File: src/rtl/core/ntn_pkg.sv
`default_nettype none
package ntn_pkg;
    localparam int CfgIdxW = 2;
    localparam int CfgDataW = 48;
    localparam logic [CfgIdxW-1:0] REG_ENABLE = 2'd0;
    localparam logic [CfgIdxW-1:0] REG_ROW_X = 2'd1;
    localparam logic [CfgIdxW-1:0] REG_ROW_Y = 2'd2;
    localparam logic [CfgIdxW-1:0] REG_ROW_Z = 2'd3;
    localparam int VecW = 34;   // transformed component, signed
    localparam int MagW = 33;   // magnitude of a component
    localparam int ScW = 16;    // scaled magnitude, 2^15 <= max < 2^16
    localparam int SumW = 34;   // sum of three squares
    localparam int RootW = 17;  // floor(sqrt(sum))
    localparam int QW = 15;     // quotient 0..16384
    localparam int NumW = 31;   // a*16384 + L/2

    // slot: sign extended, low bits dropped below the coefficient width
    function automatic logic signed [15:0] coef_slot(input logic [15:0] raw,
                                                     input int cw);
        logic [15:0] mask;
        mask = (cw < 16) ? (16'hFFFF << (16 - cw)) : 16'hFFFF;
        return signed'(raw & mask);
    endfunction
endpackage
`default_nettype wire

File: src/rtl/core/ntn_sqrt.sv
`default_nettype none
// Pipelined integer square root, one result bit per stage.
module ntn_sqrt (
    input  wire logic                          i_clk,
    input  wire logic                          i_en,
    input  wire logic [ntn_pkg::SumW-1:0]      i_sum,
    output logic      [ntn_pkg::RootW-1:0]     o_root
);
    localparam int N = ntn_pkg::RootW;
    localparam int RemW = ntn_pkg::SumW + 2;

    logic [RemW-1:0]            r_rem  [N+1];
    logic [ntn_pkg::RootW-1:0]  r_root [N+1];
    logic [ntn_pkg::SumW-1:0]   r_val  [N+1];

    always_comb begin
        r_rem[0]  = '0;
        r_root[0] = '0;
        r_val[0]  = i_sum;
    end

    // restoring root: bring in two bits, try (4*root+1)
    for (genvar g = 0; g < N; g++) begin : g_st
        logic [RemW-1:0]           n_rem;
        logic [RemW-1:0]           n_trial;
        logic [ntn_pkg::RootW-1:0] n_root;
        logic [RemW-1:0]           r_rem_q;
        logic [ntn_pkg::RootW-1:0] r_root_q;
        logic [ntn_pkg::SumW-1:0]  r_val_q;
        always_comb begin
            n_rem   = {r_rem[g][RemW-3:0], r_val[g][ntn_pkg::SumW-1 -: 2]};
            n_trial = RemW'({r_root[g][ntn_pkg::RootW-1:0], 2'b01});
            if (n_rem >= n_trial) begin
                n_rem  = n_rem - n_trial;
                n_root = {r_root[g][ntn_pkg::RootW-2:0], 1'b1};
            end else begin
                n_root = {r_root[g][ntn_pkg::RootW-2:0], 1'b0};
            end
        end
        always_ff @(posedge i_clk) begin
            if (i_en) begin
                r_rem_q  <= n_rem;
                r_root_q <= n_root;
                r_val_q  <= {r_val[g][ntn_pkg::SumW-3:0], 2'b00};
            end
        end
        always_comb begin
            r_rem[g+1]  = r_rem_q;
            r_root[g+1] = r_root_q;
            r_val[g+1]  = r_val_q;
        end
    end

    assign o_root = r_root[N];
endmodule
`default_nettype wire

File: config.mk
export PLATFORM = sky130hd
export DESIGN_NAME = ntn_sqrt
export DESIGN_NICKNAME = d
export VERILOG_FILES = /design/src/rtl/core/ntn_pkg.sv /design/src/rtl/core/ntn_sqrt.sv
export SDC_FILE = /design/constraint.sdc
export NUM_CORES = 1
export LEC_CHECK = 0
export BUFFER_PORTS_ARGS = -buffer_cell sky130_fd_sc_hd__buf_2
export CORE_MARGIN = 1.5
export CORE_UTILIZATION = 40
export DETAILED_ROUTE_END_ITERATION = 10
export PLACE_DENSITY = 0.65
export SLEW_MARGIN = 5
export SYNTH_ARGS = -nofsm -noshare
export SYNTH_HDL_FRONTEND = slang
export SYNTH_SLANG_ARGS = --single-unit
File: constraint.sdc
create_clock -name i_clk -period 9.8 [get_ports i_clk]
set_input_delay 1.96 -clock i_clk [delete_from_list [all_inputs] [get_ports i_clk]]
set_output_delay 1.96 -clock i_clk [all_outputs]
set_load 0.05 [all_outputs]
# [Word-level counts from Yosys, hierarchy flattened]
# Cells that the tools add are included.
[op_classes] add_sub_neg=16 magnitude_cmp=17 n_mux=33
[ops] cell="34-bit two-way mux" count=15
[ops] cell="36-bit by 10-bit greater-or-equal comparator with 1-bit output" count=1
[ops] cell="36-bit by 11-bit greater-or-equal comparator with 1-bit output" count=1
[ops] cell="36-bit by 12-bit greater-or-equal comparator with 1-bit output" count=1
[ops] cell="36-bit by 13-bit greater-or-equal comparator with 1-bit output" count=1
[ops] cell="36-bit by 14-bit greater-or-equal comparator with 1-bit output" count=1
[ops] cell="36-bit by 15-bit greater-or-equal comparator with 1-bit output" count=1
[ops] cell="36-bit by 16-bit greater-or-equal comparator with 1-bit output" count=1
[ops] cell="36-bit by 17-bit greater-or-equal comparator with 1-bit output" count=1
[ops] cell="36-bit by 18-bit greater-or-equal comparator with 1-bit output" count=1
[ops] cell="36-bit by 3-bit greater-or-equal comparator with 1-bit output" count=1
[ops] cell="36-bit by 4-bit greater-or-equal comparator with 1-bit output" count=1
[ops] cell="36-bit by 5-bit greater-or-equal comparator with 1-bit output" count=1
[ops] cell="36-bit by 6-bit greater-or-equal comparator with 1-bit output" count=1
[ops] cell="36-bit by 7-bit greater-or-equal comparator with 1-bit output" count=1
[ops] cell="36-bit by 8-bit greater-or-equal comparator with 1-bit output" count=1
[ops] cell="36-bit by 9-bit greater-or-equal comparator with 1-bit output" count=1
[ops] cell="34-bit by 10-bit subtractor with 34-bit output" count=1
[ops] cell="34-bit by 11-bit subtractor with 34-bit output" count=1
[ops] cell="34-bit by 12-bit subtractor with 34-bit output" count=1
[ops] cell="34-bit by 13-bit subtractor with 34-bit output" count=1
[ops] cell="34-bit by 14-bit subtractor with 34-bit output" count=1
[ops] cell="34-bit by 15-bit subtractor with 34-bit output" count=1
[ops] cell="34-bit by 16-bit subtractor with 34-bit output" count=1
[ops] cell="other kinds (12)" count=28
[totals] ff_bits=938 output_inout_bits=17 wordCells=116

# [Longest topological paths before layout]
# Gate-level depths: netlist of run 1.
[depth] word_depth=2 mapped_depth=13 mapped_depth_nobuf=10

# [Worst setup path after synthesis of run 1]
# No wires, ideal clock.
[synth_path] path_kind="register -> register" from="register g_st[6].r_rem_q[12]" to="register g_st[7].r_rem_q[16], data pin" arrival_time_ns=2.808 setup_slack_ns=6.720 path_stages_with_launch=9 n_path_buf=1 synth_period_minus_slack_ns=3.080 cell_sequence="edfxtp_1 -> or4_1 -> or4_4 -> or3_4 -> or4_4 -> nor2_4 -> buf_6 -> nor4_1 -> xor2_1"
[synth_between] elab_chain_cells=2 word_cells_on_any_way=3 classes_between="1 x add/sub; 1 x order compare; 1 x mux"
[synth_rtl] element="start: declaration" line_no="ntn_sqrt.sv:27" source="logic [RemW-1:0] r_rem_q;"
[synth_rtl] element="start signal: assignment" line_no="ntn_sqrt.sv:42" source="r_rem_q <= n_rem;"
[synth_rtl] element="34-bit by 9-bit subtractor with 34-bit output or 36-bit by 9-bit greater-or-equal comparator with 1-bit output (tied branches)" line_no="ntn_sqrt.sv:34, ntn_sqrt.sv:33"
[synth_rtl] element="34-bit two-way mux (*)" line_no="ntn_sqrt.sv:33" source="if (n_rem >= n_trial) begin"
[synth_rtl] element="via g_st[7].n_rem[16]" line_no="ntn_sqrt.sv:24" source="logic [RemW-1:0] n_rem;"
[synth_rtl] element="end signal: assignment" line_no="ntn_sqrt.sv:42"
[synth_rtl] element="end: declaration" line_no="ntn_sqrt.sv:27"
# Mark *: on every way through the listed nets, which the timed path passes. The rest lies on a longest branch.
# A chain may end at the register's enable or synchronous reset.

# [Worst setup path after layout of run 1]
[layout_path] from="register g_st[8].r_rem_q[2]" to="register g_st[9].r_rem_q[27], data pin"
[layout_between] elab_chain_cells=2 word_cells_on_any_way=3 classes_between="1 x add/sub; 1 x order compare; 1 x mux"
[layout_rtl] element="start: declaration" line_no="ntn_sqrt.sv:27"
[layout_rtl] element="start signal: assignment" line_no="ntn_sqrt.sv:42"
[layout_rtl] element="34-bit by 11-bit subtractor with 34-bit output or 36-bit by 11-bit greater-or-equal comparator with 1-bit output (tied branches)" line_no="ntn_sqrt.sv:34, ntn_sqrt.sv:33"
[layout_rtl] element="34-bit two-way mux (*)" line_no="ntn_sqrt.sv:33"
[layout_rtl] element="via g_st[9].n_rem[27]" line_no="ntn_sqrt.sv:24"
[layout_rtl] element="end signal: assignment" line_no="ntn_sqrt.sv:42"
[layout_rtl] element="end: declaration" line_no="ntn_sqrt.sv:27"
# Marks and branches as above.

==> impl_metrics.py, run 1 <==
metrics = {
    "setup_path": {
        "crit_start": "g_st[8].r_rem_q[2]",
        "cpLargestDelayFamily": "simple AND/OR/NAND/NOR gates",
        "critical_path_class": "flop to flop",
        "cp_num_buf_inv": 0,
        "arrival_ns": 4.37,
        "crit_required_ns": 10.19,
        "crit_path_start_kind": "flop",
        "critical_path.max_fanout": 21,
        "crit_chain": "ha_1 > a21oi_1 > nor4b_1 > a211oi_1 > nand4b_1 > nand4_1 > nor3_1 > xor2_1",
        "r2r_start": "g_st[8].r_rem_q[2]",
        "end_kind": "flop",
        "slowest_stage": "nand4b_1",
        "slowest_delay_ns": 0.89,
    },
    "synth": {
        "synth_area_mm2": 0.0432,
        "synth_ff_type": "edfxtp_1",
        "synth_edf_count": 918,
        "synth-async-reset-ratio": 0,
        "synth.top_cell.area_share": 0.638,
        "syn_nets": 3548,
        "avgSynthCellArea_um2": 12.9,
        "synth.ff_latch_count": 918,
        "yosysTopAreaCell": "edfxtp_1",
        "ys_seq_area_frac": 0.638,
        "synth_area_leaders": "edfxtp_1 64%, ha_1 5.0%, xor2_1 4.3%",
        "yosysWarningCount": 0,
        "syn_inst": 3340,
        "ys_types": 86,
    },
    "drt": {
        "drt-total-wl_um": 74000,
        "wl_per_cell_um": 15.0,
        "ant_nets": 0,
        "dr_total_vias": 25100,
        "drt_iter0_markers": 1192,
        "vias_per_cell": 5.09,
        "drc": 0,
        "first_pass_iters": 5,
    },
    "placed_design": {
        "postPlaceCellArea_mm2": 0.0451,
        "io_buffers": 52,
        "detailed_place_hpwl_um": 52200,
        "dp.cells": 4755,
        "pre_cts_ws_ns": 5.29,
        "place_congestion": 0.890,
    },
    "cells_and_area": {
        "fin_area_mm2": 0.0482,
        "mostFrequentLayoutCells": "918 x edfxtp_1, 237 x nor2_1, 217 x nand2_1",
        "final_common_cell": "edfxtp_1",
        "multi_input_area_mm2": 0.0146,
        "final_util": 0.450,
        "n_antenna_cell": 0,
        "final_cell_count_no_fill": 4925,
        "ff_latch_area_mm2": 0.0276,
        "layout-drive-gt1-share": 0.0713,
        "final_nets": 3657,
        "synthToLayoutAreaGrowth_pct": 11.6,
        "num-fill-cells": 9585,
    },
    "clock_tree": {
        "post_cts_resize_count": 0,
        "cts_tree": "built",
        "cts_num_sinks": 918,
        "clkLatencyLatePin_ns": 0.65,
        "max-clock-path-buffers": 3,
        "cts_hold_buf": 0,
        "post_cts.repair.setup_buffers": 0,
        "htree_levels": 3,
        "cts_root_buf": "clkbuf_16",
        "cts_made_buffers": 95,
        "clk_pin_slew_ns": 0.06,
    },
    "pwr": {
        "ir_worst_vdd_mv": 0.156,
        "pwr_density_cell_mw_per_mm2": 201,
        "power_mw": 9.69,
        "p_leak_nw": 17.5,
    },
    "floorplanning": {
        "fp.dieArea_mm2": 0.110,
        "die-width_um": 332,
        "placeableCoreArea_mm2": 0.107,
        "initial_core_util": 0.403,
        "die_y_um": 332,
        "io_pins": 53,
        "row_count": 120,
    },
    "timing": {
        "finalSetupViolations": 0,
        "worst-slew-pin-transition_ns": 1.19,
        "post-route-period-util": 0.406,
        "max_slew_margin": 0.207,
        "post-route-min-period_ns": 3.98,
        "final.setup.worst_slack_ns": 5.82,
        "hold_viol": 0,
        "fmax_mhz": 251,
        "whs_ns": 0.410,
        "rsz0062_at_grt": "false",
        "finalSetupTns_ns": 0,
        "maxSlewViolCount": 0,
        "finalClockSkew_ns": 0.0230,
    },
    "worst_hold_path": {
        "worstHoldPathType": "flop to flop",
        "hp-start": "g_st[5].r_val_q[16]",
    },
    "global_route": {
        "gr-total-overflow": 0,
        "grt_pass1_vias": 24600,
        "grt_pass1_wl_um": 119000,
        "antenna_found_initial": 0,
        "grt_max_degree": 188,
        "track_usage": 0.131,
    },
    "outcome": {
        "status": "complete, no violations",
    },
    "flow_run": {
        "maxCapViolCount": 0,
    },
}
[worst paths after layout]
check / cells past startpoint / slack [ns] / end
worst max-delay path: 8 / 5.82 / g_st[9].r_rem_q[27]
worst min-delay path: 0 / 0.41 / g_st[6].r_val_q[18]
worst max register to register: 8 / 5.82 / g_st[9].r_rem_q[27]
worst min register to register: 0 / 0.41 / g_st[6].r_val_q[18]
[layout make-up]
class	count	share of cell area
sequential	918	0.572
multi-input combinational	2167	0.303
clock buffer	111	0.0515
tap	1403	0.0364
inverter	201	0.0157
clock inverter	59	0.0118
timing repair buffer	66	0.00909
[registers in the layout (all words and copies together) (netlist names)]
name           cells
g_st.r_rem_q     493
g_st.r_root_q    136
g_st.r_val_q     272
o_root            17
[per-layer routing]
layer | track usage | share of wire
met4 | 0.0565 | 0.038
met3 | 0.0213 | 0.032
met2 | 0.252 | 0.53
met1 | 0.140 | 0.40
met5 | 0 | 0
[cells in the mapped netlist (all sizes together) (48+ instances only)]
master,number
nor2,239
nor4,89
a21oi,163
or3,73
edfxtp,918
nor3,136
o21ai,115
xor2,211
nand2b,48
xnor2,192
nand3,66
ha,172
nand2,218
inv,200
[report_power, final]
group	total [mW]	leakage (nW)	switching [mW]	internal, mW
logic	1.14	7.22	0.660	0.482
clock network	3.51	1.49	1.46	2.05
registers	5.04	8.82	0.249	4.80
[logic make-up after synthesis]
group | share of synthesized area
AND/OR/NAND/NOR | 0.130
flip-flops | 0.638
AO/OA/AOI/OAI | 0.0732
XOR/XNOR | 0.0817
buffers and inverters | 0.0231
adder cells (fa/ha/maj) | 0.0498
multiplexers | 0.00380
other | 0.0000868
(Power assumes the default switching activity.)
==> run 2, diff against run 1 <==
ABC_AREA = 1   (was not set)
PLACE_DENSITY = 0.67   (was 0.65)
clock period = 3.4 ns   (was 9.8 ns; I/O delays follow)
==> impl_metrics.py, run 2 <==
metrics = {
    "setup_path": {
        "crit_required_ns": 3.83,
        "r2r_start": "g_st[8].r_rem_q[7]",
        "r2r_end": "g_st[9].r_rem_q[4]",
        "critical_path.max_fanout": 29,
        "reg2reg_depth": 9,
        "crit_path_start_kind": "flop",
        "ff2ff_setup_slack_ns": 0.58,
        "critical_path_class": "flop to flop",
        "arrival_ns": 3.25,
        "end_kind": "flop",
    },
    "cells_and_area": {
        "final_nets": 6252,
        "mostFrequentLayoutCells": "1,583 x nand2_1, 941 x inv_1, 918 x edfxtp_1",
        "synthToLayoutAreaGrowth_pct": 11.1,
        "reg_top3": "g_st.r_rem_q x493, g_st.r_val_q x272, g_st.r_root_q x136",
        "n_antenna_cell": 0,
        "ff_latch_area_mm2": 0.0276,
        "layout-drive-gt1-share": 0.0798,
        "multi_input_area_mm2": 0.0205,
        "num-fill-cells": 12500,
        "final_common_cell": "nand2_1",
        "final_cell_count_no_fill": 7867,
        "fin_area_mm2": 0.0579,
        "regMostFlops": "g_st.r_rem_q",
        "largest_reg_flops": 493,
    },
    "timing": {
        "finalClockSkew_ns": 0.0426,
        "fmax_mhz": 354,
        "finalSetupTns_ns": 0,
        "worst-slew-pin-transition_ns": 0.864,
        "maxSlewViolCount": 0,
        "rsz0062_at_grt": "false",
        "whs_ns": 0.116,
        "post-route-min-period_ns": 2.82,
        "max_slew_margin": 0.418,
        "finalSetupViolations": 0,
        "hold_viol": 0,
        "post-route-period-util": 0.830,
    },
    "drt": {
        "drt-total-wl_um": 136000,
        "ant_nets": 0,
        "vias_per_cell": 5.02,
        "drt_iter0_markers": 3418,
        "wl_per_cell_um": 17.3,
        "drc": 0,
        "dr_total_vias": 39500,
        "first_pass_iters": 6,
    },
    "clock_tree": {
        "cts_root_buf": "clkbuf_16",
        "clk_pin_slew_ns": 0.06,
        "clkLatencyLatePin_ns": 0.74,
        "htree_levels": 3,
        "post_cts.repair.setup_buffers": 0,
        "cts_tree": "built",
        "cts_num_sinks": 918,
        "cts_hold_buf": 0,
        "max-clock-path-buffers": 3,
        "post_cts_resize_count": 0,
        "cts_made_buffers": 99,
    },
    "floorplanning": {
        "die_y_um": 364,
        "io_pins": 53,
        "initial_core_util": 0.403,
        "fp.dieArea_mm2": 0.133,
        "row_count": 132,
        "die-width_um": 364,
        "placeableCoreArea_mm2": 0.129,
    },
    "pwr": {
        "pwr_density_cell_mw_per_mm2": 547,
        "p_leak_nw": 24.3,
        "ir_worst_vdd_mv": 0.430,
        "power_mw": 31.7,
    },
    "flow_run": {
        "maxCapViolCount": 0,
    },
    "synth": {
        "synth_ff_type": "edfxtp_1",
        "avgSynthCellArea_um2": 8.83,
        "yosysTopAreaCell": "edfxtp_1",
        "synth-async-reset-ratio": 0,
        "synth_common_cells": "1,583 x nand2_1, 941 x inv_1, 918 x edfxtp_1",
        "syn_inst": 5906,
        "syn_nets": 6114,
        "ys_types": 53,
        "synth_edf_count": 918,
        "synth.ff_latch_count": 918,
        "synth.top_cell.area_share": 0.529,
        "synth_area_mm2": 0.0521,
        "ys_seq_area_frac": 0.529,
        "synth.most_common_cell": "nand2_1",
        "synth_area_leaders": "edfxtp_1 53%, nand2_1 11%, inv_1 6.8%",
        "yosysWarningCount": 0,
    },
    "worst_hold_path": {
        "min_to": "g_st[0].r_val_q[32]",
        "worstHoldPathType": "input port to flop",
        "holdPathStages": 1,
        "hp-start": "i_sum[30]",
    },
    "placed_design": {
        "postPlaceCellArea_mm2": 0.0545,
        "detailed_place_hpwl_um": 107000,
        "place_congestion": 0.938,
        "io_buffers": 52,
        "dp.cells": 7685,
    },
    "global_route": {
        "grt_max_degree": 109,
        "gr-total-overflow": 0,
        "grt_pass1_wl_um": 210000,
        "antenna_found_initial": 0,
        "track_usage": 0.203,
        "grt_pass1_vias": 37800,
    },
    "outcome": {
        "status": "complete, no violations",
    },
}
## run 2: cell types whose count changed in the layout (fill, tap and decap cells not counted), moves of 64 or more
cell and delta:
nor2_1 +423, xnor2_1 -86, inv_1 +743, or3_1 -72, nor4_1 -74, nand4_1 +88, nand2_1 +1366, xor2_1 -94
nand3_1 +266, a21oi_2 +64
## run 2: metrics by stage
step | setup WS, ns | util
2_1_floorplan | 1.32 | -
3_3_place_gp | 0.622 | 0.421
3_5_place_dp | 0.580 | 0.421
4_1_cts | 0.565 | 0.447
5_1_grt | 0.383 | 0.447
6_report | 0.577 | 0.447
## run 2: power breakdown
part | switching [mW] | leakage [nW] | internal, mW
Clock | 4.59 | 1.63 | 6.59
Sequential | 0.953 | 8.83 | 13.9
Combinational | 3.79 | 13.8 | 1.87
Total | 9.33 | 24.3 | 22.3
## run 2: layout make-up
| class | count | share of cell area |
|---|---|---|
| Clock buffer | 123 | 0.0447 |
| Clock inverter | 59 | 0.0138 |
| Inverter | 957 | 0.0623 |
| Multi-Input combinational cell | 3980 | 0.354 |
| Sequential cell | 918 | 0.476 |
| Tap cell | 1742 | 0.0376 |
| Timing Repair Buffer | 88 | 0.0119 |
## run 2: worst max path at each step
stage / startpoint / slack [ns] / cells past startpoint / endpoint
2_1_floorplan: g_st[9].r_rem_q[9] / 1.32 / 10 / g_st[10].r_rem_q[9]
3_3_place_gp: g_st[14].r_root_q[1] / 0.62 / 13 / g_st[15].r_rem_q[5]
4_1_cts: g_st[8].r_rem_q[7] / 0.56 / 9 / g_st[9].r_rem_q[4]
6_report: g_st[8].r_rem_q[7] / 0.58 / 9 / g_st[9].r_rem_q[4]
5_1_grt: g_st[8].r_rem_q[7] / 0.38 / 9 / g_st[9].r_rem_q[4]
3_5_place_dp: g_st[8].r_rem_q[7] / 0.58 / 9 / g_st[9].r_rem_q[4]
## run 2: cells by family after synthesis
| group | Yosys count | share of synthesized area |
|---|---|---|
| xor gates and xnor gates | 223 | 0.0375 |
| adders and majority gates | 172 | 0.0413 |
| AOI/OAI and AO/OA | 562 | 0.0645 |
| buffers and inverters | 1008 | 0.0786 |
| and+or+nand+nor | 3022 | 0.249 |
| other | 1 | 0.0000719 |
| DFF | 918 | 0.529 |
## run 2: per-layer routing
layer	vias to the layer above	track usage	routed length (um)
met5	-	0	0
met4	0	0.0630	3970
met3	246	0.0253	6770
met2	1101	0.342	64300
met1	18500	0.274	60800
li1	19700	-	-
## run 2: worst max-delay path, cell delays in order (launching register included)
cell      delay [ns]
edfxtp_1        0.44
ha_1            0.39
nand2_1         0.09
nand2_1         0.06
a21boi_0        0.27
nand3_1         0.18
nor2b_4         0.19
nand2_4         0.17
inv_2           0.50
o21ai_0         0.23
