==> config.mk <==
export PLATFORM = sky130hd
export DESIGN_NAME = ntn_div
export DESIGN_NICKNAME = d
export VERILOG_FILES = /design/src/rtl/core/ntn_pkg.sv /design/src/rtl/core/ntn_div.sv
export SDC_FILE = /design/constraint.sdc
export NUM_CORES = 1
export LEC_CHECK = 0
export ABC_AREA = 0
export BUFFER_PORTS_ARGS = -buffer_cell sky130_fd_sc_hd__buf_2
export CORE_UTILIZATION = 68
export DETAILED_ROUTE_END_ITERATION = 10
export PLACE_DENSITY = 0.85
export SYNTH_ARGS = -nofsm -noshare
export SYNTH_HDL_FRONTEND = slang
export SYNTH_SLANG_ARGS = --single-unit
==> constraint.sdc <==
create_clock -name i_clk -period 7.16 [get_ports i_clk]
set_input_delay 1.432 -clock i_clk [delete_from_list [all_inputs] [get_ports i_clk]]
set_output_delay 1.432 -clock i_clk [all_outputs]
set_load 0.1 [all_outputs]
==> src/rtl/core/ntn_pkg.sv <==
`default_nettype none
package ntn_pkg;
    localparam int CfgIdxW = 2;
    localparam int CfgDataW = 48;
    localparam logic [CfgIdxW-1:0] REG_ENABLE = 2'd0;
    localparam logic [CfgIdxW-1:0] REG_ROW_X = 2'd1;
    localparam logic [CfgIdxW-1:0] REG_ROW_Y = 2'd2;
    localparam logic [CfgIdxW-1:0] REG_ROW_Z = 2'd3;
    localparam int VecW = 34;   // transformed component, signed
    localparam int MagW = 33;   // magnitude of a component
    localparam int ScW = 16;    // scaled magnitude, 2^15 <= max < 2^16
    localparam int SumW = 34;   // sum of three squares
    localparam int RootW = 17;  // floor(sqrt(sum))
    localparam int QW = 15;     // quotient 0..16384
    localparam int NumW = 31;   // a*16384 + L/2

    // slot: sign extended, low bits dropped below the coefficient width
    function automatic logic signed [15:0] coef_slot(input logic [15:0] raw,
                                                     input int cw);
        logic [15:0] mask;
        mask = (cw < 16) ? (16'hFFFF << (16 - cw)) : 16'hFFFF;
        return signed'(raw & mask);
    endfunction
endpackage
`default_nettype wire

==> src/rtl/core/ntn_div.sv <==
`default_nettype none
// Pipelined restoring divider, one quotient bit per stage.
module ntn_div (
    input  wire logic                      i_clk,
    input  wire logic                      i_en,
    input  wire logic [ntn_pkg::NumW-1:0]  i_num,
    input  wire logic [ntn_pkg::RootW-1:0] i_den,
    output logic      [ntn_pkg::QW-1:0]    o_quo
);
    localparam int N = ntn_pkg::QW;
    localparam int RW = ntn_pkg::RootW + 1;
    // quotient < 2^15, so the top numerator bits fit below the divisor
    localparam int HiW = ntn_pkg::NumW - N;

    logic [RW-1:0]              s_rem [N+1];
    logic [N-1:0]               s_low [N+1];
    logic [N-1:0]               s_quo [N+1];
    logic [ntn_pkg::RootW-1:0]  s_den [N+1];

    always_comb begin
        s_rem[0] = RW'(i_num[ntn_pkg::NumW-1 -: HiW]);
        s_low[0] = i_num[N-1:0];
        s_quo[0] = '0;
        s_den[0] = i_den;
    end

    for (genvar g = 0; g < N; g++) begin : g_st
        logic [RW-1:0]             n_rem;
        logic [RW-1:0]             r_rem_q;
        logic [N-1:0]              r_low_q;
        logic [N-1:0]              r_quo_q;
        logic [ntn_pkg::RootW-1:0] r_den_q;
        logic                      n_bit;
        always_comb begin
            n_rem = {s_rem[g][RW-2:0], s_low[g][N-1]};
            n_bit = (n_rem >= RW'(s_den[g]));
            if (n_bit) n_rem = n_rem - RW'(s_den[g]);
        end
        always_ff @(posedge i_clk) begin
            if (i_en) begin
                r_rem_q <= n_rem;
                r_low_q <= {s_low[g][N-2:0], 1'b0};
                r_quo_q <= {s_quo[g][N-2:0], n_bit};
                r_den_q <= s_den[g];
            end
        end
        always_comb begin
            s_rem[g+1] = r_rem_q;
            s_low[g+1] = r_low_q;
            s_quo[g+1] = r_quo_q;
            s_den[g+1] = r_den_q;
        end
    end

    assign o_quo = s_quo[N];
endmodule
`default_nettype wire

======== Yosys cells after proc, flatten, opt, wreduce, memory -nomap -nowiden ========
Index checks and enable logic that the tools add are counted.
Widths: inputs -> output; s select.
word-level totals
  register bits after elaboration ......... 701
  input bits .............................. 50
  output and inout port bits .............. 15
  logic and storage cells ................. 100
cells by class
  add/subtract/negate cells ............... 14
  $lt $le $gt $ge ......................... 15
  mux-type cells .......................... 14
operators with widths
  cell            count
  $ge 18x17->1    14
  $mux 17         14
  $sub 17x17->17  14
  $ge 17x17->1    1

======== Longest topological paths before layout ========
Gate-level depths: netlist of run 1.
  depth in word-level cells ............... 2
  mapped depth ............................ 13
  depth with buffers taken out ............ 11

======== Worst setup path before layout of run 1 ========
No wires, ideal clock.
  path type ............................... input-to-reg
  start ................................... in i_den[10] (netlist name)
  end ..................................... reg g_st[0].r_rem_q[10], data pin
  library setup time ...................... 260 ps
  arrival time ............................ 3523 ps
  required time ........................... 6900 ps
  slack ................................... 3377 ps
  cell stages on the path ................. 11
  buffers on the path ..................... 2
  cell sequence ........................... inv_1 > ha_1 > buf_2 > and2_1 > nand2_1 > or4_1 > o21ai_0 > a21oi_1 > o21ai_2 > buf_2 > mux2_2
between the ends
  longest elaborated chain between the ends .. 2
  elaborated cells between the ends (all ways) .. 3
  classes of those cells .................. add/sub: 1; order compare: 1; mux: 1
ends and longest elaborated chain
  what                         line           RTL
  from (decl)                  ntn_div.sv:7   input wire logic [ntn_pkg::RootW-1:0] i_den,
  $ge 17x17->1                 ntn_div.sv:36  n_bit = (n_rem >= RW'(s_den[g]));
  named net g_st[0].n_bit      ntn_div.sv:33  logic n_bit;
  $mux 17                      ntn_div.sv:37  if (n_bit) n_rem = n_rem - RW'(s_den[g]);
  named net g_st[0].n_rem[10]  ntn_div.sv:28  logic [RW-1:0] n_rem;
  to (signal assigned)         ntn_div.sv:41  r_rem_q <= n_rem;
  to (decl)                    ntn_div.sv:29  logic [RW-1:0] r_rem_q;
The timed path passes the listed nets, and every way through them passes these cells.
A chain may end at the register's enable or synchronous reset.

======== Worst setup path after layout of run 1 ========
  start ................................... reg g_st[10].r_low_q[14]
  end ..................................... reg g_st[11].r_rem_q[8], data pin
between the ends
  longest elaborated chain between the ends .. 2
  elaborated cells between the ends (all ways) .. 3
  classes of those cells .................. add/sub: 1; order compare: 1; mux: 1
ends and longest elaborated chain
  what                                                   line                          RTL
  from (decl)                                            ntn_div.sv:30                 logic [N-1:0] r_low_q;
  from (signal assigned)                                 ntn_div.sv:42                 r_low_q <= {s_low[g][N-2:0], 1'b0};
  $sub 17x17->17 / $ge 18x17->1 (equally long branches)  ntn_div.sv:37, ntn_div.sv:36
  $mux 17 *                                              ntn_div.sv:37
  named net g_st[11].n_rem[8]                            ntn_div.sv:28
  to (signal assigned)                                   ntn_div.sv:41
  to (decl)                                              ntn_div.sv:29
Mark *: on every way through the listed nets, which the timed path passes. The rest lies on a longest branch.

==> results of run 1 <==
## power breakdown
group	internal, mW	switching (mW)	leakage, nW
combinational	3.14	4.14	8.06
sequential	5.89	0.523	6.84
clock	2.24	1.59	1.16
total	11.3	6.24	16.1
## state kept, by name, summed over array words and instances (netlist names)
name,flops
g_st.r_den_q,238
g_st.r_low_q,105
g_st.r_quo_q,105
g_st.r_rem_q,238
o_quo,15
## per-layer routing
metal  global-route usage  wire (um)
met1                0.351      31100
met4                0.107       2660
met2                0.501      39000
met5                    0          0
met3               0.0406       3880
## metrics by stage
step	cell area (sq um)	power [mW]	worst slack (ns)
floorplan	36500	11.8	3.38
global placement	37700	13.3	2.69
detailed placement	37700	13.6	2.65
CTS	40100	17.5	3.21
global route	40100	18.5	3.04
finish	40100	17.5	3.25
## final cells by class
| type | instances | area share |
|---|---|---|
| diodes | 2 | 0.000125 |
| clock buffers | 87 | 0.0474 |
| clock inverters | 45 | 0.0125 |
| inverters | 328 | 0.0307 |
| multi-input cells | 1916 | 0.351 |
| flip-flops and latches | 701 | 0.525 |
| well taps | 688 | 0.0215 |
| repair buffers | 77 | 0.0122 |
## final timing paths
kind	start	to	slack, ns	cells past startpoint
min reg2reg	g_st[3].r_low_q[8]	g_st[4].r_low_q[9]	0.41	0
max	g_st[10].r_low_q[14]	g_st[11].r_rem_q[8]	3.25	10
max reg2reg	g_st[10].r_low_q[14]	g_st[11].r_rem_q[8]	3.25	10
min	g_st[3].r_low_q[8]	g_st[4].r_low_q[9]	0.41	0
## Yosys cell counts (44+ instances only)
cell / n
edfxtp_1: 701
o21ai_0: 175
a21o_1: 86
nor2_1: 178
ha_1: 255
a21oi_1: 242
xor2_1: 67
xnor2_1: 97
o21a_1: 44
inv_1: 328
mux2_2: 97
nor3_1: 50
nand2_1: 146
## critical path: stages (launching register included)
cell and delay (ns):
edfxtp_1 0.40, inv_1 0.09, ha_1 0.18, inv_1 0.06, fa_1 0.43, a211oi_1 0.39, o211ai_1 0.20, and2_1 0.19
a2111oi_0 0.81, o311ai_4 0.47, mux2_2 0.41
## cell usage in the layout (no fill, tap or decap), types with 10 or more instances in the layout
master     instances
edfxtp_1         701
inv_1            328
ha_1             255
a21oi_1          241
nor2_1           178
o21ai_0          175
nand2_1          146
xnor2_1           97
mux2_2            97
a21o_1            86
clkbuf_16         74
xor2_1            67
buf_2             63
nor3_1            50
o21a_1            44
nand3_1           37
nand4_1           33
nand2b_1          28
nor2b_1           27
o31ai_1           27
a211oi_1          27
o21bai_1          25
a31oi_1           20
and3_1            14
and2_1            14
fa_1              14
clkbuf_1          13
clkinv_1          13
or2_2             11
a211o_1           11
or3_1             11
a21boi_0          11
nor3b_1           10
o31a_1            10
clkinv_2          10
## cell families after synthesis
logic type	Yosys count
AO/OA/AOI/OAI	789
XOR/XNOR	164
adder cells (fa/ha/maj)	269
buffers and inverters	383
flip-flops	701
multiplexers	109
AND/OR/NAND/NOR	585
==> flow_summary.json, run 1 <==
{
  "status": "complete, no violations",
  "syn_to_final_growth_pct": 9.76,
  "fin_cells": 3844,
  "ys_warn_count": 0,
  "ys_ff_latch": 701,
  "dieArea_sq_um": 54600,
  "min_period_ns": 3.91,
  "drive_above_1_share": 0.104,
  "synthesis.area_per_instance_sq_um": 12.2,
  "initial_core_util": 0.691,
  "overflow": 0,
  "cts_sinks": 701,
  "syn_inst": 3000,
  "post-route-util": 0.758,
  "startpoint_type": "register",
  "syn-cell-area_sq_um": 36500,
  "grt_start_max_net_pins": 120,
  "maxSlewHeadroom": 0.214,
  "multi_input_area_sq_um": 14100,
  "viasPerCell": 6.22,
  "critPathKind": "register to register",
  "fmax_mhz": 256,
  "grt_antenna_before_repair": 1,
  "grt_pass1_wl_um": 121000,
  "cellLeakagePower_nw": 16.1,
  "cts.htree.levels": 3,
  "synth.top_cell.area_share": 0.576,
  "cts_root_buf": "clkbuf_16",
  "drtIter0Drc": 1992,
  "regArea_sq_um": 21100,
  "rsz0062_at_grt": "false",
  "fp.dieH_um": 234,
  "synth_xor_area_frac": 0.0393,
  "clk_pin_slew_ns": 0.06,
  "setup_violations": 0,
  "row_count": 84,
  "grt_pass1_vias": 23800,
  "drc": 0,
  "avgRoutedWirePerCell_um": 19.9,
  "cts_setup_buffers": 0,
  "yosysTopAreaCell": "edfxtp_1",
  "vdd_drop_max_v": 0.000350,
  "core_area_sq_um": 52900,
  "place_inst": 3710,
  "ys.flop_type": "edfxtp_1",
  "ys_top_cells_by_area": "edfxtp_1 (58%), ha_1 (8.7%), inv_1 (3.4%)",
  "tns_ns": 0,
  "synth-simple-area-share": 0.0765,
  "numCtsBuffers": 74,
  "synth_cell_types": 84,
  "n_fill_cell": 3291,
  "drtAntennaViolNets": 0,
  "synthesis.nets": 3319,
  "cts_tree": "yes",
  "cp-end-kind": "register",
  "post_cts_resized": 0,
  "synth-compound-area-share": 0.138,
  "num_vias": 23900,
  "p_per_area_nw_per_um2": 437,
  "seq_area_frac_synth": 0.576,
  "hold_viol_final": 0,
  "wirelength_um": 76600,
  "clock_path_buffers": 3,
  "synthMuxAreaShare": 0.0337,
  "async_flop_share": 0,
  "first_pass_iters": 8,
  "fin_nets": 3417,
  "fin_crit_sh": 0.547,
  "track_usage": 0.283,
  "hold_ws_ns": 0.410,
  "critical_path.max_fanout": 31,
  "port_buffers": 64,
  "slew_violations": 0,
  "io-pin-count": 65,
  "synth_top_family_by_area": "compound AO/OA/AOI/OAI gates",
  "die_w_um": 234,
  "critPathArrivalTime_ns": 4.27,
  "dp_hpwl_um": 54200,
  "worstPathRequired_ns": 7.51,
  "clk_latency_ns": 0.62,
  "fin_skew_ns": 0.0228,
  "synth_fa_ha_area_frac": 0.0950,
  "hp-class": "register to register",
  "max_cap_violations": 0,
  "gp_congestion": 0.944,
  "holdBufCountCts": 0,
  "synth-edff-count": 701,
  "worst_pin_slew_ns": 1.18
}
Power figures use the tool's default switching activity.
==> inputs of run 2 (changes only) <==
- CORE_UTILIZATION: 68 -> 64
- PLACE_DENSITY: 0.85 -> 0.81
- clock period: 7.16 -> 4 ns (I/O delays scaled with it)
==> flow_summary.json, run 2 (synthesized netlist as in run 1, its figures left out) <==
{
  "vdd_drop_max_v": 0.000458,
  "drtIter0Drc": 1959,
  "fin_crit_sh": 0.935,
  "cp_top_family": "compound AO/OA/AOI/OAI gates",
  "setup_violations": 0,
  "gp_congestion": 0.944,
  "grt_pass1_vias": 23500,
  "multi_input_area_sq_um": 14100,
  "dp_hpwl_um": 56300,
  "maxSlewHeadroom": 0.180,
  "holdBufCountCts": 0,
  "cts_setup_buffers": 0,
  "overflow": 0,
  "worst_pin_slew_ns": 1.23,
  "fin_skew_ns": 0.0229,
  "worstPathCellList": "inv_1, ha_1, inv_1, fa_1, a211oi_1, o211ai_1, and2_1, a2111oi_1, buf_4, o311ai_4, mux2_2",
  "critical_path.max_fanout": 31,
  "final_common_cell": "edfxtp_1",
  "cts_root_buf": "clkbuf_16",
  "viasPerCell": 6.04,
  "core_area_sq_um": 56400,
  "critPathKind": "register to register",
  "slew_violations": 0,
  "cts_sinks": 701,
  "die_w_um": 241,
  "drtAntennaViolNets": 0,
  "regArea_sq_um": 21100,
  "syn_to_final_growth_pct": 10.3,
  "slowest_stage": "a2111oi_1",
  "fin_area_sq_um": 40300,
  "max_cap_violations": 0,
  "cellLeakagePower_nw": 16.2,
  "fmax_mhz": 267,
  "cp-end-kind": "register",
  "clk_latency_ns": 0.60,
  "initial_core_util": 0.648,
  "avgRoutedWirePerCell_um": 20.0,
  "critPathMostFrequentCell": "inv_1",
  "hp-class": "input port to register",
  "grt_start_max_net_pins": 94,
  "status": "complete, no violations",
  "finalPower_mw": 31.4,
  "clk_pin_slew_ns": 0.06,
  "fp.dieH_um": 241,
  "fin_nets": 3437,
  "cts.htree.levels": 3,
  "p_per_area_nw_per_um2": 778,
  "startpoint_type": "register",
  "critPathArrivalTime_ns": 4.10,
  "row_count": 87,
  "wirelength_um": 78500,
  "n_fill_cell": 3877,
  "top_regs": "g_st.r_den_q (238), g_st.r_rem_q (238)",
  "antenna_cells": 0,
  "numCtsBuffers": 73,
  "grt_pass1_wl_um": 123000,
  "crit_buf_inv": 3,
  "fin_cells": 3929,
  "port_buffers": 64,
  "num_vias": 23700,
  "clock_path_buffers": 3,
  "grt_antenna_before_repair": 0,
  "dpl_cell_area_sq_um": 38000,
  "dieArea_sq_um": 58000,
  "track_usage": 0.272,
  "drc": 0,
  "place_inst": 3799,
  "worstPathRequired_ns": 4.36,
  "tns_ns": 0,
  "drive_above_1_share": 0.109,
  "first_pass_iters": 6,
  "cts_tree": "yes",
  "min_period_ns": 3.74,
  "hold_viol_final": 0,
  "slowest_delay_ns": 0.52,
  "layout_common_cells": "edfxtp_1 (701), inv_1 (328), ha_1 (255)",
  "rsz0062_at_grt": "false",
  "io-pin-count": 65
}
==> run 2: final timing paths <==
| kind | from | to | slack, ns | depth (start not counted) |
|---|---|---|---|---|
| setup / recovery | g_st[10].r_low_q[14] | g_st[11].r_rem_q[1] | 0.26 | 11 |
| hold / removal | i_num[13] | g_st[0].r_low_q[14] | 0.37 | 1 |
| setup reg to reg | g_st[10].r_low_q[14] | g_st[11].r_rem_q[1] | 0.26 | 11 |
| hold reg to reg | g_st[10].r_quo_q[6] | g_st[11].r_quo_q[7] | 0.40 | 0 |
==> run 2: cell type report <==
| cell class | count | area share |
|---|---|---|
| well taps | 756 | 0.0235 |
| inverters | 328 | 0.0305 |
| clock inverters | 44 | 0.0108 |
| multi-input cells | 1916 | 0.349 |
| clock buffers | 86 | 0.0465 |
| repair buffers | 98 | 0.0176 |
| flip-flops and latches | 701 | 0.522 |
==> run 2: what timing repair did <==
action | 4_1_cts | 5_1_grt
gates resized for setup | 0 | 1
endpoints found under the setup margin | 0 | 12
endpoints found under the hold margin | 0 | 0
==> run 2: through the flow <==
stage / utilization / hold slack (ns) / setup slack [ns]
floorplan: - / 0.400 / 0.849
global placement: 0.674 / 0.400 / 0.326
detailed placement: 0.674 / 0.405 / 0.223
CTS: 0.715 / 0.335 / 0.140
global route: 0.715 / 0.335 / 0.0231
finish: 0.715 / 0.369 / 0.260
==> run 2: report_power, final <==
part | internal [mW] | switching (mW) | total, mW | leakage, nW
clock network | 3.88 | 2.78 | 6.66 | 1.12
registers | 10.5 | 0.954 | 11.5 | 6.84
logic | 5.74 | 7.47 | 13.2 | 8.19
total | 20.2 | 11.2 | 31.4 | 16.2
==> run 2: routing by layer <==
layer / track usage / wire [um] / vias up
li1: - / - / 11400
met1: 0.350 / 33500 / 11500
met2: 0.477 / 39600 / 666
met3: 0.0360 / 3130 / 138
met4: 0.0907 / 2210 / 0
met5: 0 / 0 / -
==> inputs of run 3 (changes only) <==
- CORE_ASPECT_RATIO: default -> 1.75
==> flow_summary.json, run 3 (synthesized netlist as in run 1, its figures left out) <==
{
  "fmax_mhz": 275,
  "post-route-util": 0.718,
  "wirelength_um": 87800,
  "avgRoutedWirePerCell_um": 22.3,
  "dpl_cell_area_sq_um": 38200,
  "grt_antenna_before_repair": 2,
  "cp_top_family": "compound AO/OA/AOI/OAI gates",
  "fin_area_sq_um": 40400,
  "fp.dieH_um": 318,
  "fin_crit_sh": 0.909,
  "cp-end-kind": "register",
  "critPathArrivalTime_ns": 3.99,
  "p_per_area_nw_per_um2": 789,
  "slowest_delay_ns": 0.43,
  "status": "complete, no violations",
  "cts_root_buf": "clkbuf_16",
  "vdd_drop_max_v": 0.000444,
  "rsz0062_at_grt": "false",
  "drtIter0Drc": 1192,
  "track_usage": 0.305,
  "grt_pass1_wl_um": 133000,
  "hp-class": "input port to register",
  "slew_violations": 0,
  "syn_to_final_growth_pct": 10.7,
  "grt_pass1_vias": 26100,
  "dieArea_sq_um": 58100,
  "clock_path_buffers": 3,
  "drtAntennaViolNets": 0,
  "overflow": 0,
  "viasPerCell": 6.17,
  "numCtsBuffers": 66,
  "antenna_cells": 0,
  "cts_sinks": 701,
  "top_regs": "g_st.r_den_q (238), g_st.r_rem_q (238)",
  "first_pass_iters": 5,
  "core_area_sq_um": 56300,
  "die_w_um": 183,
  "finalPower_mw": 31.9,
  "row_count": 115,
  "max_cap_violations": 0,
  "clk_latency_ns": 0.61,
  "critPathKind": "register to register",
  "io-pin-count": 65,
  "fin_nets": 3453,
  "drc": 0,
  "holdBufCountCts": 0,
  "grt_start_max_net_pins": 86,
  "drive_above_1_share": 0.114,
  "layout_common_cells": "edfxtp_1 (701), inv_1 (328), ha_1 (255)",
  "fin_skew_ns": 0.0130,
  "clk_pin_slew_ns": 0.06,
  "worstPathRequired_ns": 4.36,
  "hold_viol_final": 0,
  "setup_violations": 0,
  "maxSlewHeadroom": 0.228,
  "worst_pin_slew_ns": 1.16,
  "worstPathCellList": "inv_1, ha_1, inv_1, fa_1, a211oi_1, o21ai_0, a21oi_1, a211oi_1, a2111oi_4, buf_12, mux2_2",
  "port_buffers": 64,
  "cellLeakagePower_nw": 16.2,
  "gp_congestion": 0.991,
  "final_common_cell": "edfxtp_1",
  "cts.htree.levels": 3,
  "dp_hpwl_um": 67100,
  "initial_core_util": 0.649,
  "min_period_ns": 3.64,
  "cts_tree": "yes",
  "num_vias": 24300,
  "startpoint_type": "register",
  "critical_path.max_fanout": 32,
  "post_cts_resized": 0,
  "slowest_stage": "fa_1",
  "crit_buf_inv": 3,
  "tns_ns": 0,
  "cts_setup_buffers": 0
}
-- run 3: final timing paths --
check | from | endpoint | slack, ns | cells after the start
worst max-delay path | g_st[11].r_low_q[14] | g_st[12].r_rem_q[7] | 0.36 | 11
worst min-delay path | i_num[11] | g_st[0].r_low_q[12] | 0.36 | 1
worst max register to register | g_st[11].r_low_q[14] | g_st[12].r_rem_q[7] | 0.36 | 11
worst min register to register | g_st[6].r_low_q[12] | g_st[7].r_low_q[13] | 0.41 | 0
-- run 3: power breakdown --
group / switching (mW) / internal (mW) / leakage (nW) / total, mW
clock network: 2.76 / 3.66 / 1.06 / 6.42
logic: 8.10 / 5.93 / 8.32 / 14.0
registers: 0.937 / 10.5 / 6.84 / 11.5
-- run 3: final cells by class --
class	instances	area, sq um
Multi-Input combinational cell	1916	14100
Sequential cell	701	21100
Timing Repair Buffer	121	946
Tap cell	760	951
Clock inverter	40	445
Inverter	328	1230
Fill cell	3740	15800
Clock buffer	79	1740
-- run 3: stage by stage --
stage	setup slack, ns	std cells	hold WS [ns]
4_1_cts	0.377	3945	0.339
5_1_grt	0.145	3945	0.341
3_3_place_gp	0.345	3826	0.400
2_1_floorplan	0.849	3000	0.400
6_report	0.364	3945	0.364
3_5_place_dp	0.273	3826	0.405
-- run 3: routing by layer --
metal | GRT usage | vias to the layer above | wire [um]
li1 | - | 11400 | -
met1 | 0.209 | 11700 | 23800
met2 | 0.624 | 759 | 51000
met3 | 0.0443 | 445 | 2800
met4 | 0.321 | 0 | 10200
met5 | 0 | - | 0
